File: src/rtl/core/byte_stuffed_frame_decoder_macros.svh
// Assertion macros shared by the frame decoder RTL.
// Expects i_clk and i_rst_n in the scope of the module that uses them.
`ifndef BYTE_STUFFED_FRAME_DECODER_MACROS_SVH
`define BYTE_STUFFED_FRAME_DECODER_MACROS_SVH

// Same-cycle implication, checked out of reset.
`define BSFD_ASSERT_SAME(label, ante, cons, msg) \
    label: assert property (@(posedge i_clk) disable iff (!i_rst_n) (ante) |-> (cons)) \
        else $error(msg);

// Next-cycle implication, checked out of reset.
`define BSFD_ASSERT_NEXT(label, ante, cons, msg) \
    label: assert property (@(posedge i_clk) disable iff (!i_rst_n) (ante) |=> (cons)) \
        else $error(msg);

`endif

File: src/rtl/core/bsfd_pkg.sv
// Shared constants and types for the byte-stuffed frame decoder.
// No dependencies.
`timescale 1ns / 1ps

package bsfd_pkg;

    localparam logic [7:0]  START_BYTE      = 8'hFF;
    localparam logic [7:0]  ESC_BYTE        = 8'hFD;
    localparam logic [7:0]  ESC_FF_CODE     = 8'hFE;
    localparam logic [15:0] HEADER_BYTES    = 16'd3;
    localparam logic [15:0] MAX_PAYLOAD_RST = 16'hFFFF;

    // Registered input beat handed from the input stage to the decoder.
    typedef struct packed {
        logic       valid;
        logic [7:0] rx_byte;
    } t_in_beat;

    typedef struct packed {
        logic [7:0]  data_byte;
        logic        data_valid;
        logic        frame_end;
        logic [15:0] delivered_count;
    } t_result;

endpackage

File: src/rtl/core/bsfd_ifs.sv
// Valid/ready channel interfaces for received bytes and decoded results.
// Depends on nothing.
`timescale 1ns / 1ps

interface bsfd_byte_if;
    logic       valid;
    logic       ready;
    logic [7:0] rx_byte;

    modport source (output valid, output rx_byte, input ready);
    modport sink   (input valid, input rx_byte, output ready);
endinterface

interface bsfd_result_if;
    logic        valid;
    logic        ready;
    logic [7:0]  data_byte;
    logic        data_valid;
    logic        frame_end;
    logic [15:0] delivered_count;

    modport source (output valid, output data_byte, output data_valid,
                    output frame_end, output delivered_count, input ready);
    modport sink   (input valid, input data_byte, input data_valid,
                    input frame_end, input delivered_count, output ready);
endinterface

File: src/rtl/core/byte_stuffed_frame_decoder.sv
// Path: an accepted byte passes the input register, then the result register.
// Throughput: one byte per cycle while o_res is ready; both registers refill
//   in the cycle they drain, so a stalled result holds at most one byte.
// Reset: synchronous, active low; returns to hunting for the start byte,
//   max_payload back to 65535, no result pending.
`timescale 1ns / 1ps

module byte_stuffed_frame_decoder
    import bsfd_pkg::*;
(
    input  logic           i_clk,
    input  logic           i_rst_n,
    input  logic           i_cfg_we,
    input  logic [15:0]    i_cfg_wdata,
    bsfd_byte_if.sink      i_rx,
    bsfd_result_if.source  o_res
);

    t_in_beat beat;
    logic     take;

    bsfd_in_stage u_in_stage (
        .i_clk   (i_clk),
        .i_rst_n (i_rst_n),
        .i_rx    (i_rx),
        .i_take  (take),
        .o_beat  (beat)
    );

    bsfd_decoder u_decoder (
        .i_clk       (i_clk),
        .i_rst_n     (i_rst_n),
        .i_cfg_we    (i_cfg_we),
        .i_cfg_wdata (i_cfg_wdata),
        .i_beat      (beat),
        .o_take      (take),
        .o_res       (o_res)
    );

endmodule

File: src/rtl/core/bsfd_in_stage.sv
// Input register for received bytes.
// Depends on bsfd_pkg and bsfd_byte_if.
`timescale 1ns / 1ps

module bsfd_in_stage
    import bsfd_pkg::*;
(
    input  logic           i_clk,
    input  logic           i_rst_n,
    bsfd_byte_if.sink      i_rx,
    input  logic           i_take,
    output t_in_beat       o_beat
);

    logic       r_valid;
    logic [7:0] r_rx_byte;

    // Refill in the same cycle the held beat is consumed.
    assign i_rx.ready = !r_valid || i_take;

    always_ff @(posedge i_clk) begin
        if (!i_rst_n) begin
            r_valid <= 1'b0;
        end else if (i_rx.ready) begin
            r_valid <= i_rx.valid;
        end
        if (i_rx.valid && i_rx.ready) begin
            r_rx_byte <= i_rx.rx_byte;
        end
    end

    assign o_beat.valid   = r_valid;
    assign o_beat.rx_byte = r_rx_byte;

endmodule

File: src/rtl/core/bsfd_decoder.sv
// Frame state machine, unstuffing logic and result register.
// Depends on bsfd_pkg, bsfd_result_if and the assertion macro header.
`timescale 1ns / 1ps

module bsfd_decoder
    import bsfd_pkg::*;
(
    input  logic           i_clk,
    input  logic           i_rst_n,
    input  logic           i_cfg_we,
    input  logic [15:0]    i_cfg_wdata,
    input  t_in_beat       i_beat,
    output logic           o_take,
    bsfd_result_if.source  o_res
);

`include "byte_stuffed_frame_decoder_macros.svh"

    typedef enum logic [1:0] {PH_HUNT, PH_LEN_HI, PH_LEN_LO, PH_BODY} t_phase;

    t_phase      r_phase, n_phase;
    logic [7:0]  r_len_high, n_len_high;
    logic [15:0] r_remaining, n_remaining;
    logic        r_esc, n_esc;
    logic [15:0] r_delivered, n_delivered;
    logic [15:0] r_max_payload;
    logic        r_out_valid;
    t_result     r_out, n_out;
    logic        n_emit;

    logic [7:0]  b;
    logic [15:0] total;
    logic        have;
    logic [7:0]  dec;
    logic        deliver;
    logic        last;
    logic [15:0] rem_dec;

    assign b      = i_beat.rx_byte;
    assign total  = {r_len_high, b};
    assign o_take = i_beat.valid && (!r_out_valid || o_res.ready);

    always_comb begin
        n_phase     = r_phase;
        n_len_high  = r_len_high;
        n_remaining = r_remaining;
        n_esc       = r_esc;
        n_delivered = r_delivered;
        n_emit      = 1'b0;
        n_out       = '0;
        have        = 1'b0;
        dec         = '0;
        deliver     = 1'b0;
        last        = 1'b0;
        rem_dec     = (r_remaining != 16'd0) ? r_remaining - 16'd1 : 16'd0;

        unique case (r_phase)
            PH_HUNT: begin
                if (b == START_BYTE) begin
                    n_phase = PH_LEN_HI;
                end
            end
            PH_LEN_HI: begin
                n_len_high = b;
                n_phase    = PH_LEN_LO;
            end
            PH_LEN_LO: begin
                n_delivered = '0;
                n_esc       = 1'b0;
                if (total <= HEADER_BYTES) begin
                    // short length: empty frame closes right here
                    n_remaining     = '0;
                    n_phase         = PH_HUNT;
                    n_emit          = 1'b1;
                    n_out.frame_end = 1'b1;
                end else begin
                    n_remaining = total - HEADER_BYTES;
                    n_phase     = PH_BODY;
                end
            end
            PH_BODY: begin
                if (r_esc) begin
                    n_esc = 1'b0;
                    if (b == ESC_FF_CODE) begin
                        have = 1'b1;
                        dec  = START_BYTE;
                    end else if (b == ESC_BYTE) begin
                        have = 1'b1;
                        dec  = ESC_BYTE;
                    end
                end else if (b == ESC_BYTE) begin
                    n_esc = 1'b1;
                end else begin
                    have = 1'b1;
                    dec  = b;
                end
                deliver = have && (r_delivered < r_max_payload);
                if (deliver) begin
                    n_delivered = r_delivered + 16'd1;
                end
                n_remaining = rem_dec;
                last        = (rem_dec == 16'd0);
                if (last) begin
                    // a dangling escape dies with the frame
                    n_esc   = 1'b0;
                    n_phase = PH_HUNT;
                end
                n_emit                = deliver || last;
                n_out.data_byte       = deliver ? dec : 8'h00;
                n_out.data_valid      = deliver;
                n_out.frame_end       = last;
                n_out.delivered_count = n_delivered;
            end
            default: begin
                n_phase = PH_HUNT;
            end
        endcase
    end

    always_ff @(posedge i_clk) begin
        if (!i_rst_n) begin
            r_phase       <= PH_HUNT;
            r_len_high    <= '0;
            r_remaining   <= '0;
            r_esc         <= 1'b0;
            r_delivered   <= '0;
            r_max_payload <= MAX_PAYLOAD_RST;
            r_out_valid   <= 1'b0;
        end else begin
            if (i_cfg_we) begin
                r_max_payload <= i_cfg_wdata;
            end
            if (o_take) begin
                r_phase     <= n_phase;
                r_len_high  <= n_len_high;
                r_remaining <= n_remaining;
                r_esc       <= n_esc;
                r_delivered <= n_delivered;
            end
            if (o_take) begin
                r_out_valid <= n_emit;
            end else if (o_res.ready) begin
                r_out_valid <= 1'b0;
            end
        end
        if (o_take && n_emit) begin
            r_out <= n_out;
        end
    end

    assign o_res.valid           = r_out_valid;
    assign o_res.data_byte       = r_out.data_byte;
    assign o_res.data_valid      = r_out.data_valid;
    assign o_res.frame_end       = r_out.frame_end;
    assign o_res.delivered_count = r_out.delivered_count;

    `BSFD_ASSERT_SAME(a_valid_has_count, r_out_valid && r_out.data_valid,
        r_out.delivered_count != 16'd0, "delivered byte with zero count")
    `BSFD_ASSERT_SAME(a_idle_byte_zero, r_out_valid && !r_out.data_valid,
        r_out.data_byte == 8'h00, "undelivered result carries nonzero byte")
    `BSFD_ASSERT_NEXT(a_end_to_hunt, o_take && n_emit && n_out.frame_end,
        r_phase == PH_HUNT && !r_esc, "frame end did not return to hunt")
    `BSFD_ASSERT_SAME(a_body_has_work, r_phase == PH_BODY,
        r_remaining != 16'd0, "body phase with nothing remaining")

endmodule
File: src/flat_wrapper.sv
// flat-port wrapper written by rule: the top's interface ports become plain ports
module byte_stuffed_frame_decoder_flat import bsfd_pkg::*;
  (i_clk, i_rst_n, i_cfg_we, i_cfg_wdata, i_rx_valid, i_rx_rx_byte, i_rx_ready, o_res_valid, o_res_data_byte, o_res_data_valid, o_res_frame_end, o_res_delivered_count, o_res_ready);
  bsfd_byte_if i_rx_i ();
  bsfd_result_if o_res_i ();
  input  logic i_clk;
  input  logic i_rst_n;
  input  logic i_cfg_we;
  input  logic [15:0] i_cfg_wdata;
  input wire logic [$bits(i_rx_i.valid)-1:0] i_rx_valid;
  input wire logic [$bits(i_rx_i.rx_byte)-1:0] i_rx_rx_byte;
  output wire logic [$bits(i_rx_i.ready)-1:0] i_rx_ready;
  output wire logic [$bits(o_res_i.valid)-1:0] o_res_valid;
  output wire logic [$bits(o_res_i.data_byte)-1:0] o_res_data_byte;
  output wire logic [$bits(o_res_i.data_valid)-1:0] o_res_data_valid;
  output wire logic [$bits(o_res_i.frame_end)-1:0] o_res_frame_end;
  output wire logic [$bits(o_res_i.delivered_count)-1:0] o_res_delivered_count;
  input wire logic [$bits(o_res_i.ready)-1:0] o_res_ready;
  assign i_rx_i.valid = i_rx_valid;
  assign i_rx_i.rx_byte = i_rx_rx_byte;
  assign i_rx_ready = i_rx_i.ready;
  assign o_res_valid = o_res_i.valid;
  assign o_res_data_byte = o_res_i.data_byte;
  assign o_res_data_valid = o_res_i.data_valid;
  assign o_res_frame_end = o_res_i.frame_end;
  assign o_res_delivered_count = o_res_i.delivered_count;
  assign o_res_i.ready = o_res_ready;
  byte_stuffed_frame_decoder u_core (.i_clk(i_clk), .i_rst_n(i_rst_n), .i_cfg_we(i_cfg_we), .i_cfg_wdata(i_cfg_wdata), .i_rx(i_rx_i), .o_res(o_res_i));
endmodule
File: config.mk
export PLATFORM = sky130hd
export DESIGN_NAME = byte_stuffed_frame_decoder_flat
export DESIGN_NICKNAME = d
export VERILOG_FILES = /design/src/rtl/core/bsfd_pkg.sv /design/src/rtl/core/bsfd_ifs.sv /design/src/rtl/core/byte_stuffed_frame_decoder.sv /design/src/rtl/core/bsfd_in_stage.sv /design/src/rtl/core/bsfd_decoder.sv /design/src/flat_wrapper.sv
export VERILOG_INCLUDE_DIRS = /design/src /design/src/rtl/core
export SDC_FILE = /design/constraint.sdc
export NUM_CORES = 1
export LEC_CHECK = 0
export BUFFER_PORTS_ARGS = -buffer_cell sky130_fd_sc_hd__buf_2
export CAP_MARGIN = 30
export CELL_PAD_IN_SITES_DETAIL_PLACEMENT = 0
export CELL_PAD_IN_SITES_GLOBAL_PLACEMENT = 1
export CORE_ASPECT_RATIO = 2
export CORE_MARGIN = 2
export CORE_UTILIZATION = 45
export DETAILED_ROUTE_END_ITERATION = 10
export PLACE_DENSITY_LB_ADDON = 0.1
export SYNTH_ARGS = -nofsm -noshare
export SYNTH_HDL_FRONTEND = slang
export SYNTH_HIERARCHICAL = 1
export SYNTH_SLANG_ARGS = --single-unit
File: constraint.sdc
create_clock -name i_clk -period 3.9 [get_ports i_clk]
set_clock_uncertainty 0.05 [all_clocks]
set_input_delay 0.78 -clock i_clk [delete_from_list [all_inputs] [get_ports i_clk]]
set_output_delay 0.78 -clock i_clk [all_outputs]
set_load 0.02 [all_outputs]
## Word level (Yosys, flattened, before mapping)

Cells that the tools add are included.

| word-level totals | value |
|---|---|
| output and inout port bits | 28 |
| register bits | 95 |
| logic and storage cells | 70 |
| input port bits | 29 |

| cells by class | value |
|---|---|
| add/subtract/negate cells | 3 |
| multiplexer cells | 26 |
| order comparisons | 2 |
| equality and inequality tests | 8 |
| reduce and logical (&&, ||, !) cells | 18 |

Operators by type and width:

| kind | number |
|---|---|
| 16-bit one-hot mux with 2 select lines | 2 |
| 16-bit 2-to-1 mux | 3 |
| 8-bit 2-to-1 mux | 4 |
| 8-bit equality test (second input constant) | 3 |
| 16-bit by 1-bit adder with 16-bit output (second input constant) | 1 |
| 16-bit by 2-bit less-or-equal comparator with 1-bit output (second input constant) | 1 |
| 16-bit zero test | 1 |
| 16-bit < comparator | 1 |
| 16-bit nonzero test | 1 |
| 16-bit by 1-bit subtractor with 16-bit output (second input constant) | 1 |
| 16-bit by 2-bit subtractor with 16-bit output (second input constant) | 1 |
| 1-bit 2-to-1 mux | 10 |
| 2-bit one-hot mux with 4 select lines | 1 |
| 2-bit 2-to-1 mux | 3 |
| 1-bit one-hot mux with 2 select lines | 3 |
| 2-bit AND reduction | 3 |
| 2-bit equality test (second input constant) | 2 |
| 1-bit logical AND | 4 |
| 2-bit != test (second input constant) | 2 |
| 2-bit nonzero test | 2 |
| 1-bit logical OR | 3 |
| 3-bit AND reduction | 1 |
| 2-bit by 1-bit equality test with 1-bit output (second input constant) | 1 |
| 1-bit zero test | 2 |
| 2-bit zero test | 1 |

## Depth between registers and ports, before layout

Gate-level depths: netlist of the first run.

| logic depth | value |
|---|---|
| depth after elaboration | 9 |
| mapped depth | 10 |
| depth with buffers taken out | 9 |

## By module

Netlist of the first run, hierarchy kept.

By module, submodules not included:

| module | seq. area each (um^2) | area each (um^2) | cells an instance | times used |
|---|---|---|---|---|
| bsfd_decoder | 1,981.9 | 4,953.5 | 581 | 1 |
| bsfd_in_stage | 260.2 | 305.3 | 14 | 1 |

## Worst setup path before layout of the first run

OpenSTA, ideal clock, no wires.

| timing path | value |
|---|---|
| path type | reg-to-reg |
| start | register u_core.u_decoder.r_remaining[2] |
| end | register u_core.u_decoder.r_out, in the netlist u_core/u_decoder/o_res.data_byte[0] (enable) |
| clock period less this slack | 3.480 ns |
| library setup time | 0.405 ns |
| arrival | 3.026 ns |
| path buffers | 2 |
| stages on the path, launching flop included | 9 |
| required time | 3.445 ns |
| setup slack | 0.420 ns |
| cells stage by stage | dfxtp_1 > buf_6 > nor4_4 > nand2_4 > or3_1 > buf_6 > a2111oi_4 > nor3_2 > nor3_2 |

| between the ends | value |
|---|---|
| longest elaborated chain between the ends | 6 |
| elaborated cells on any way between the ends | 7 |
| classes of those cells | 1 x add/sub; 2 x mux; 4 x reduce/logical |

Ends and longest elaborated chain:

| item | RTL line | RTL |
|---|---|---|
| start, declared | bsfd_decoder.sv:23 | `logic [15:0] r_remaining, n_remaining;` |
| start signal, assigned | bsfd_decoder.sv:136 | `r_remaining <= n_remaining;` |
| 16-bit by 1-bit subtractor with 16-bit output / 16-bit nonzero test (equally long branches) | bsfd_decoder.sv:55 | `rem_dec = (r_remaining != 16'd0) ? r_remaining - 16'd1 : 16'd0;` |
| 16-bit 2-to-1 mux (*) | bsfd_decoder.sv:55 |  |
| 16-bit zero test (*) | bsfd_decoder.sv:102 | `last = (rem_dec == 16'd0);` |
| 1-bit logical OR (*) | bsfd_decoder.sv:108 | `n_emit = deliver \|\| last;` |
| 1-bit one-hot mux with 2 select lines (*) | bsfd_decoder.sv:57 | `unique case (r_phase)` |
| 1-bit logical AND (*) | bsfd_decoder.sv:146 | `if (o_take && n_emit) begin` |
| end signal, assigned | bsfd_decoder.sv:147 | `r_out <= n_out;` |
| end, declared | bsfd_decoder.sv:28 | `t_result r_out, n_out;` |

Mark *: on every way between the ends. The rest lies on a longest branch, timed or not.
A chain may end at the register's enable or synchronous reset.

## Final worst setup path of the first run

| timing path | value |
|---|---|
| start | register u_core.u_decoder.r_remaining[2] |
| end | register u_core.u_decoder.r_out, in the netlist u_core/u_decoder/o_res.data_byte[7] (enable) |

Same word-level chain as after synthesis.

==> reports/qor.yml, run 1 <==
synthesis:
  yosys.area.top_type: "dfxtp_1"
  synthFlopType: "dfxtp_1"
  synth-simple-area-share: 0.234
  yosys-top-cells-count: "73 x nand2_1, 61 x dfxtp_1, 61 x nor2_1"
  synth_top_family_by_area: "simple AND/OR/NAND/NOR gates"
  synthAdderAreaFrac: 0.0476
  synth_compound_area_frac: 0.175
  synth_fp_nets: 644
  synth_mux_area_frac: 0.0231
  ys_ff_latch: 95
  synth_async_sr_flop_share: 0
  yosys.area_share.xor_xnor: 0.0416
  synth_edf_count: 34
  yosysTopAreaCellShare: 0.232
  synth_cells: 595
  yosysMostFrequentCell: "nand2_1"
  postSynthAreaPerCell_sq_um: 8.84
  synth_area_sq_um: 5260
  yosysSeqAreaShare: 0.426
  ys_top_cells_by_area: "dfxtp_1 23%, edfxtp_1 19%, nand2_1 5.2%"
  synthDistinctLibCells: 63
  yosysWarnings: 6
finish:
  final_cell_area_sq_um: 5970
  fin_cells: 787
  drive_gt1_frac: 0.161
  final_util: 0.525
  multi_input_area_sq_um: 2750
  syn_to_final_growth_pct: 13.4
  layout.nets: 689
  seq_area_sq_um: 2240
  fill_cells: 1084
  diodes: 0
setup_path:
  cp.required_ps: 3860
  cp.arrival_ps: 3070
  crit_path_end_kind: "register"
  worst_setup_path_start_kind: "register"
  worstPathMaxFanout: 26
  critPathKind: "reg -> reg"
die:
  core_sq_um: 11400
  ioPinCount: 57
  die_w_um: 80.4
  row_count: 55
  dieHeight_um: 157
  initial_core_util: 0.463
  die-area_sq_um: 12600
placed_design:
  place_inst: 771
  io_buffers: 56
  dpl.hpwl_um: 11900
  place_area_sq_um: 5660
  dp_slack_ps: 839
  finalWeightedCongestion: 0.940
global_route:
  grt_antenna_before_repair: 0
  first_global_vias: 4709
  overflow: 0
  groute.usage.overall: 0.256
  grt_pass1_wl_um: 24200
  grt_max_degree: 36
timing:
  hold_viol_final: 0
  worstMarginPinSlew_ps: 726
  setup_viol: 0
  slew_viol_final: 0
  min_period_ps: 3110
  hold_slack_ps: 439
  fin_setup_tns_ps: 0
  fin_crit_sh: 0.799
  worst_slack_ps: 785
  max_freq_ghz: 0.321
  max_slew_margin: 0.514
  rsz0062_at_grt: "false"
pwr:
  swShare: 0.236
  pwr-share-comb: 0.052
  power.internal_mw: 1.59
  leakagePower_nw: 2.53
  p_clk_frac: 0.443
  seq_power_share: 0.505
  power.switching_uw: 492
  peakVddDrop_mv: 0.258
  p_total_mw: 2.08
  cellPowerDensity_nw_per_um2: 349
drt:
  vias_per_cell: 5.86
  drc: 0
  drt_iter0_markers: 239
  wl_per_cell_um: 19.7
  first_pass_iters: 4
  routed_wl_um: 15500
  final_antenna_net_count: 0
  vias: 4612
job:
  drv_cap: 0
clock_network:
  cts.path.max_buffers: 2
  clock-root-buffer: "clkbuf_16"
  clock-sinks: 95
  cts_max_level: 3
  cts_tree: "built"
  post-cts-setup-buffers: 0
  clk_pin_slew_ps: 70
  cts_inserted_buffers: 9
  clk_latency_ps: 350
  postCtsHoldBufs: 0
  cts_resized: 0
min_path:
  hold_class: "reg -> reg"
outcome:
  status: "finished clean"
-- worst paths after layout --
| path | end | slack [ps] | cells past startpoint | start |
|---|---|---|---|---|
| hold / removal | u_core/u_decoder/r_max_payload[2] | 440 | 2 | u_core/u_decoder/r_max_payload[2] |
| setup / recovery | u_core/u_decoder/o_res.data_byte[7] | 790 | 7 | u_core/u_decoder/r_remaining[2] |
| setup reg to reg | u_core/u_decoder/o_res.data_byte[7] | 790 | 7 | u_core/u_decoder/r_remaining[2] |
| hold reg to reg | u_core/u_decoder/r_max_payload[2] | 440 | 2 | u_core/u_decoder/r_max_payload[2] |
-- sequential cells by signal (all words and copies together), names as in the netlist, 2 cells and up --
register	flops
u_core/u_decoder/o_res.delivered_count	16
u_core/u_in_stage/r_rx_byte	8
u_core/u_decoder/r_len_high	8
u_core/u_decoder/r_delivered	16
u_core/u_decoder/r_phase	2
u_core/u_decoder/r_max_payload	16
u_core/u_decoder/r_remaining	16
u_core/u_decoder/o_res.data_byte	8
-- cell usage in the layout (no fill, tap or decap), drive strengths merged, types with 9 or more instances in the layout --
cell,instances
clkbuf,9
inv,35
o22ai,9
o211ai,21
nor3,23
edfxtp,34
o21ai,37
xnor2,22
nand2,74
nand4,11
ha,20
nor4,12
nand3,12
mux2i,11
dfxtp,61
a21oi,30
nor2,63
buf,68
-- logic make-up after synthesis --
group	Yosys count
muxes	12
DFF	95
buffers and inverters	65
adders and majority gates	20
AOI/OAI and AO/OA	137
xor gates and xnor gates	25
and+or+nand+nor	241
-- layout make-up --
type | instances | area share
multi-input combinational | 435 | 0.461
sequential | 95 | 0.376
timing repair buffer | 68 | 0.0621
clock buffer | 9 | 0.0378
tap | 142 | 0.0298
inverter | 31 | 0.0195
clock inverter | 7 | 0.0143
-- metal layers --
metal | wire length, um | GRT usage | up-vias
met5 | 0 | 0 | -
li1 | - | - | 2248
met4 | 844 | 0.151 | 0
met3 | 493 | 0.0265 | 42
met2 | 8930 | 0.506 | 161
met1 | 5240 | 0.242 | 2161
-- power groups by stage --
stage | registers, mW | logic [mW] | clock network, mW
detailed placement | 1.08 | 0.109 | 0
CTS | 1.05 | 0.109 | 0.947
global placement | 1.08 | 0.106 | 0
finish | 1.05 | 0.108 | 0.922
floorplan | 1.07 | 0.0737 | 0
global route | 1.05 | 0.120 | 0.982
-- worst max-delay path, cell delays in order, from the launching register on --
cell and delay, ps:
dfxtp_1 400, nor4_4 570, nand2_4 130, or3_1 450
a2111oi_4 500, nor3_2 110, nor3_4 180, buf_4 360
Note: power is estimated with default switching activity, not from simulation.
==> run 2: changes to the inputs <==
Clock period 3.9 ns to 2.98 ns, I/O delays scaled along.
==> run 2 against run 1 <==
Against the previous run: count of clock-buffer cells in the layout unchanged; routed wire length increased by 0.46%; setup slack got worse by 640 ps; sequential share of layout area decreased by 1.9 points; maximum frequency increased by 10%; register-to-register slack got worse by 640 ps.
==> reports/qor.yml, run 2 (same netlist as run 1, synthesis figures left out) <==
outcome:
  status: "finished clean"
timing:
  worst_slack_ps: 149  # -636 ps
  hold_viol_final: 0  # unchanged
  min_period_ps: 2830  # -284 ps
  max_slew_margin: 0.577  # +0.0630
  fin_setup_tns_ps: 0  # unchanged
  setup_viol: 0  # unchanged
  rsz0062_at_grt: "false"
  fin_crit_sh: 0.950  # +0.151
  max_freq_ghz: 0.353  # +10%
  worstMarginPinSlew_ps: 632  # -94.1 ps
  slew_viol_final: 0  # unchanged
pwr:
  peakVddDrop_mv: 0.274  # +6.2%
  cellPowerDensity_nw_per_um2: 419  # +20%
  leakagePower_nw: 2.72  # +7.5%
clock_network:
  cts_inserted_buffers: 9  # unchanged
  postCtsHoldBufs: 0  # unchanged
  cts_resized: 0  # unchanged
  cts_tree: "built"
  clock-sinks: 95  # unchanged
  post-cts-setup-buffers: 0  # unchanged
  clock-root-buffer: "clkbuf_16"
  cts_max_level: 3  # unchanged
  clk_latency_ps: 350  # about the same
  clk_pin_slew_ps: 70  # about the same
  cts.path.max_buffers: 2  # unchanged
setup_path:
  worst_path_max_delay_cell: "a2111oi_4"
  crit_path_end_kind: "register"
  crit_chain: "nor4_4 -> nand2_4 -> or3_1 -> a2111oi_4 -> nor3_4 -> nor3_4 -> buf_4"
  path_common_cell: "nor3_4"
  worstPathMaxFanout: 9  # -65%
  worst_setup_path_start_kind: "register"
  cp.arrival_ps: 2840  # -230 ps
  cpPeakStageDelay_ps: 560  # about the same
  cp.required_ps: 2990  # -870 ps
  critPathKind: "reg -> reg"
global_route:
  overflow: 0  # unchanged
  grt_max_degree: 41  # +14%
  grt_antenna_before_repair: 0  # unchanged
  grt_pass1_wl_um: 24300  # +0.23%
  groute.usage.overall: 0.258  # +0.00120
  first_global_vias: 4793  # +1.8%
die:
  die_w_um: 80.4  # unchanged
  initial_core_util: 0.463  # unchanged
  ioPinCount: 57  # unchanged
  core_sq_um: 11400  # unchanged
  row_count: 55  # unchanged
  die-area_sq_um: 12600  # unchanged
  dieHeight_um: 157  # unchanged
drt:
  drc: 0  # unchanged
  wl_per_cell_um: 18.8  # -4.4%
  routed_wl_um: 15600  # +0.46%
  first_pass_iters: 4  # unchanged
  drt_iter0_markers: 252  # +5.4%
  vias: 4772  # +3.5%
  final_antenna_net_count: 0  # unchanged
  vias_per_cell: 5.77  # -1.5%
min_path:
  hold_class: "in -> reg"
finish:
  layout.nets: 729  # +5.8%
  drive_gt1_frac: 0.216  # +0.0548
  diodes: 0  # unchanged
  final_common_cell: "nand2_1"
  final_cell_area_sq_um: 6280  # +5.3%
  fin_cells: 827  # +5.1%
  syn_to_final_growth_pct: 19.4
  final_cell_mix: "71 x nand2_1, 61 x nor2_1, 60 x dfxtp_1"
placed_design:
  dp_slack_ps: 54.0  # -785 ps
  dpl.hpwl_um: 12200  # +3.0%
  io_buffers: 56  # unchanged
  finalWeightedCongestion: 0.968  # +3.0%
  place_area_sq_um: 5990  # +5.8%
  place_inst: 811  # +5.2%
job:
  drv_cap: 0  # unchanged
-- run 2: changes by cell type in the layout (fill, tap and decap cells not counted), sizes merged --
cell,before,now
clkinvlp,2,5
inv,35,33
buf,68,108
bufinv,1,0
-- run 2: layout make-up --
cell class	instances	area (sq um)
Tap cell	142	178
Fill cell	1085	5070
Multi-Input combinational cell	435	2770
Clock buffer	9	225
Sequential cell	95	2240
Inverter	31	116
Timing Repair Buffer	108	696
Clock inverter	7	57.6
-- run 2: worst paths after layout --
check	from	end	slack, ps	cells after the start
worst max register to register	u_core/u_decoder/r_remaining[3]	u_core/u_decoder/o_res.data_valid	150	7
worst min-delay path	i_rx_rx_byte[1]	u_core/u_in_stage/r_rx_byte[1]	370	1
worst min register to register	u_core/u_decoder/r_max_payload[3]	u_core/u_decoder/r_max_payload[3]	440	2
worst max-delay path	u_core/u_decoder/r_remaining[3]	u_core/u_decoder/o_res.data_valid	150	7
-- run 2: critical path, delay by kind of cell (launching register included) --
| family | cells | cell delay [ps] |
|---|---|---|
| simple gates | 5 | 1320 |
| compound gates | 1 | 560 |
| flops | 1 | 390 |
| buf+inv | 1 | 220 |
-- run 2: through the flow --
step / hold WS (ps) / total power, mW / utilization
final: 367 / 2.63 / 0.553
after global routing: 362 / 2.72 / 0.553
after CTS: 356 / 2.67 / 0.552
after detailed placement: 430 / 1.56 / 0.527
after global placement: 431 / 1.56 / 0.527
after floorplan: 393 / 1.49 / -
-- run 2: power by group --
part,internal (mW),total (mW),switching (mW)
clock,0.575,1.10,0.528
combinational,0.0612,0.156,0.0950
sequential,1.36,1.37,0.0149
-- run 2: routing by layer --
metal	wire length (um)	GRT usage	share of wire
met5	0	0	0
met4	1300	0.205	0.084
met3	528	0.0358	0.034
met2	8660	0.481	0.56
met1	5090	0.238	0.33
==> run 3: changes to the inputs <==
Settings changed: CELL_PAD_IN_SITES_DETAIL_PLACEMENT 0 to 2, CELL_PAD_IN_SITES_GLOBAL_PLACEMENT 1 to 2, CORE_UTILIZATION 45 to 36, PLACE_DENSITY_LB_ADDON 0.1 to 0.3.
==> run 3 against run 2 <==
Against the previous run: combinational power grew 6%; first-iteration DRC count shrank 35%; cell area grew 2.7%; highest routed layer unchanged; core utilization shrank 10 points.
==> reports/qor.yml, run 3 (same netlist as run 1, synthesis figures left out) <==
die:
  row_count: 62  # +13%
  die_w_um: 89.5  # +11%
  dieHeight_um: 175  # +12%
  die-area_sq_um: 15600  # +24%
  initial_core_util: 0.366  # -0.0967
  core_sq_um: 14400  # +26%
  ioPinCount: 57  # unchanged
setup_path:
  cp.required_ps: 3180  # +190 ps
  worst_setup_path_start_kind: "register"
  regToRegStartpoint: "u_core/u_decoder/r_max_payload[5]"
  crit_start: "u_core/u_decoder/r_max_payload[5]"
  worstPathMaxFanout: 8  # -1
  critPathKind: "reg -> reg"
  worst-path-buf-inv: 4  # +3
  path_common_cell: "buf_4"
  r2r-end: "u_core/u_decoder/r_delivered[6]"
  cpPeakStageDelay_ps: 360  # -200 ps
  crit_chain: "inv_1 -> ha_1 -> a21oi_1 -> o21ai_0 -> buf_4 -> a21oi_1 -> o22ai_2 -> buf_4 -> buf_4 -> nor3_1 -> o21ai_0 -> a22o_1"
  rrSetupSlack_ps: 140  # about the same
  rr_worst_depth: 12  # +5
  crit_path_end_kind: "register"
  worst_path_max_delay_cell: "nor3_1"
  critPathTopFamily: "compound AO/OA/AOI/OAI gates"
  cp.arrival_ps: 3040  # +200 ps
global_route:
  top_usage_layer: "met2"
  grt_antenna_before_repair: 0  # unchanged
  grt_pass1_wl_um: 31100  # +28%
  grt_max_degree: 49  # +20%
  use_met3: 0.0326  # -0.00316
  grtUsageMet2: 0.512  # +0.0314
  groute.usage.overall: 0.270  # +0.0120
  met1_usage: 0.244  # +0.00646
  overflow: 0  # unchanged
  first_global_vias: 5611  # +17%
drt:
  vias: 5104  # +7.0%
  drt_iter0_markers: 163  # -35%
  first_pass_iters: 4  # unchanged
  routed_wl_um: 20500  # +31%
  final_antenna_net_count: 0  # unchanged
  drc: 0  # unchanged
  wl_per_cell_um: 23.2  # +23%
  vias_per_cell: 5.79  # +0.29%
timing:
  hold_viol_final: 0  # unchanged
  worstMarginPinSlew_ps: 704  # +72.0 ps
  fin_crit_sh: 0.954  # +0.00382
  max_freq_ghz: 0.352  # -0.40%
  max_slew_margin: 0.529  # -0.0482
  slew_viol_final: 0  # unchanged
  fin_setup_tns_ps: 0  # unchanged
  setup_viol: 0  # unchanged
  hold_slack_ps: 367  # +0.506 ps
  min_period_ps: 2840  # +11.4 ps
pwr:
  leakagePower_nw: 2.78  # +2.2%
  peakVddDrop_mv: 0.319  # +17%
  cellPowerDensity_nw_per_um2: 436  # +4.1%
finish:
  final_util: 0.449  # -0.104
  diodes: 0  # unchanged
  final_common_cell: "nand2_1"
  drive_gt1_frac: 0.223  # +0.00713
  final_cell_mix: "72 x nand2_1, 61 x nor2_1, 61 x dfxtp_1"
  layout.nets: 734  # +0.69%
  syn_to_final_growth_pct: 22.6
clock_network:
  clock-sinks: 95  # unchanged
  clock-root-buffer: "clkbuf_16"
  cts.path.max_buffers: 2  # unchanged
  clk_latency_ps: 360  # about the same
  cts_max_level: 3  # unchanged
  cts_tree: "built"
  postCtsHoldBufs: 0  # unchanged
  cts_inserted_buffers: 9  # unchanged
  clk_pin_slew_ps: 70  # about the same
placed_design:
  finalWeightedCongestion: 0.930  # -3.9%
  dpl.hpwl_um: 15400  # +26%
  io_buffers: 56  # unchanged
min_path:
  hold_depth: 1  # unchanged
  hold_class: "in -> reg"
  hold_end: "u_core/u_in_stage/r_rx_byte[2]"
  hold_path_startpoint: "i_rx_rx_byte[2]"
job:
  drv_cap: 0  # unchanged
outcome:
  status: "finished clean"
[run 3: cell count changes in the layout (fill, tap and decap cells not counted), moves of 2 or more]
cell | before | now
buf_4 | 50 | 56
clkinvlp_4 | 4 | 1
bufinv_16 | 0 | 2
inv_8 | 2 | 0
nor3_4 | 2 | 4
[run 3: per-layer routing]
layer,up-vias,part of all wire
met1,2586,0.33
li1,2341,-
met3,62,0.024
met4,0,0.070
met5,-,0
met2,115,0.57
[run 3: worst max-delay path by stage]
stage / cells after the start / endpoint / slack, ps
6_report: 12 / u_core/u_decoder/r_delivered[6] / 140
5_1_grt: 10 / u_core/u_decoder/o_res.data_byte[3] / -30
4_1_cts: 10 / u_core/u_decoder/o_res.data_byte[2] / 10
3_5_place_dp: 10 / u_core/u_decoder/r_delivered[6] / -190
3_3_place_gp: 9 / u_core/u_decoder/r_delivered[5] / 20
2_1_floorplan: 7 / u_core/u_decoder/o_res.data_byte[0] / 9
[run 3: what timing repair did]
item | CTS | global route
setup endpoints to repair | 43 | 44
pin swaps | 0 | 4
cloned | 0 | 0
gates resized for setup | 4 | 6
setup buffers | 0 | 4
[run 3: report_power, final]
group	switching [mW]	internal (mW)
Sequential	0.0172	1.36
Clock	0.538	0.734
Combinational	0.104	0.0620
Total	0.659	2.15
[run 3: metrics by stage]
| step | instances | setup slack (ps) | cell area, sq um | power [mW] |
|---|---|---|---|---|
| after detailed placement | 862 | -191 | 6040 | 1.57 |
| after CTS | 878 | 9.57 | 6380 | 2.84 |
| after global placement | 862 | 20.8 | 6040 | 1.56 |
| final | 882 | 138 | 6450 | 2.81 |
| after global routing | 882 | -25.8 | 6450 | 2.90 |
| after floorplan | 595 | 8.98 | 5270 | 1.49 |
[run 3: worst register-to-register path: stages (launching register included)]
cell and delay (ps):
dfxtp_1 310, inv_1 50, ha_1 300, a21oi_1 200, o21ai_0 130, buf_4 150, a21oi_1 200, o22ai_2 210
buf_4 220, buf_4 150, nor3_1 360, o21ai_0 150, a22o_1 250
[run 3: cell type report]
cell class	count	area (sq um)
fillers	1598	7900
multi-input cells	435	2820
flip-flops and latches	95	2240
repair buffers	113	721
well taps	192	240
clock buffers	10	229
inverters	31	116
clock inverters	6	85.1
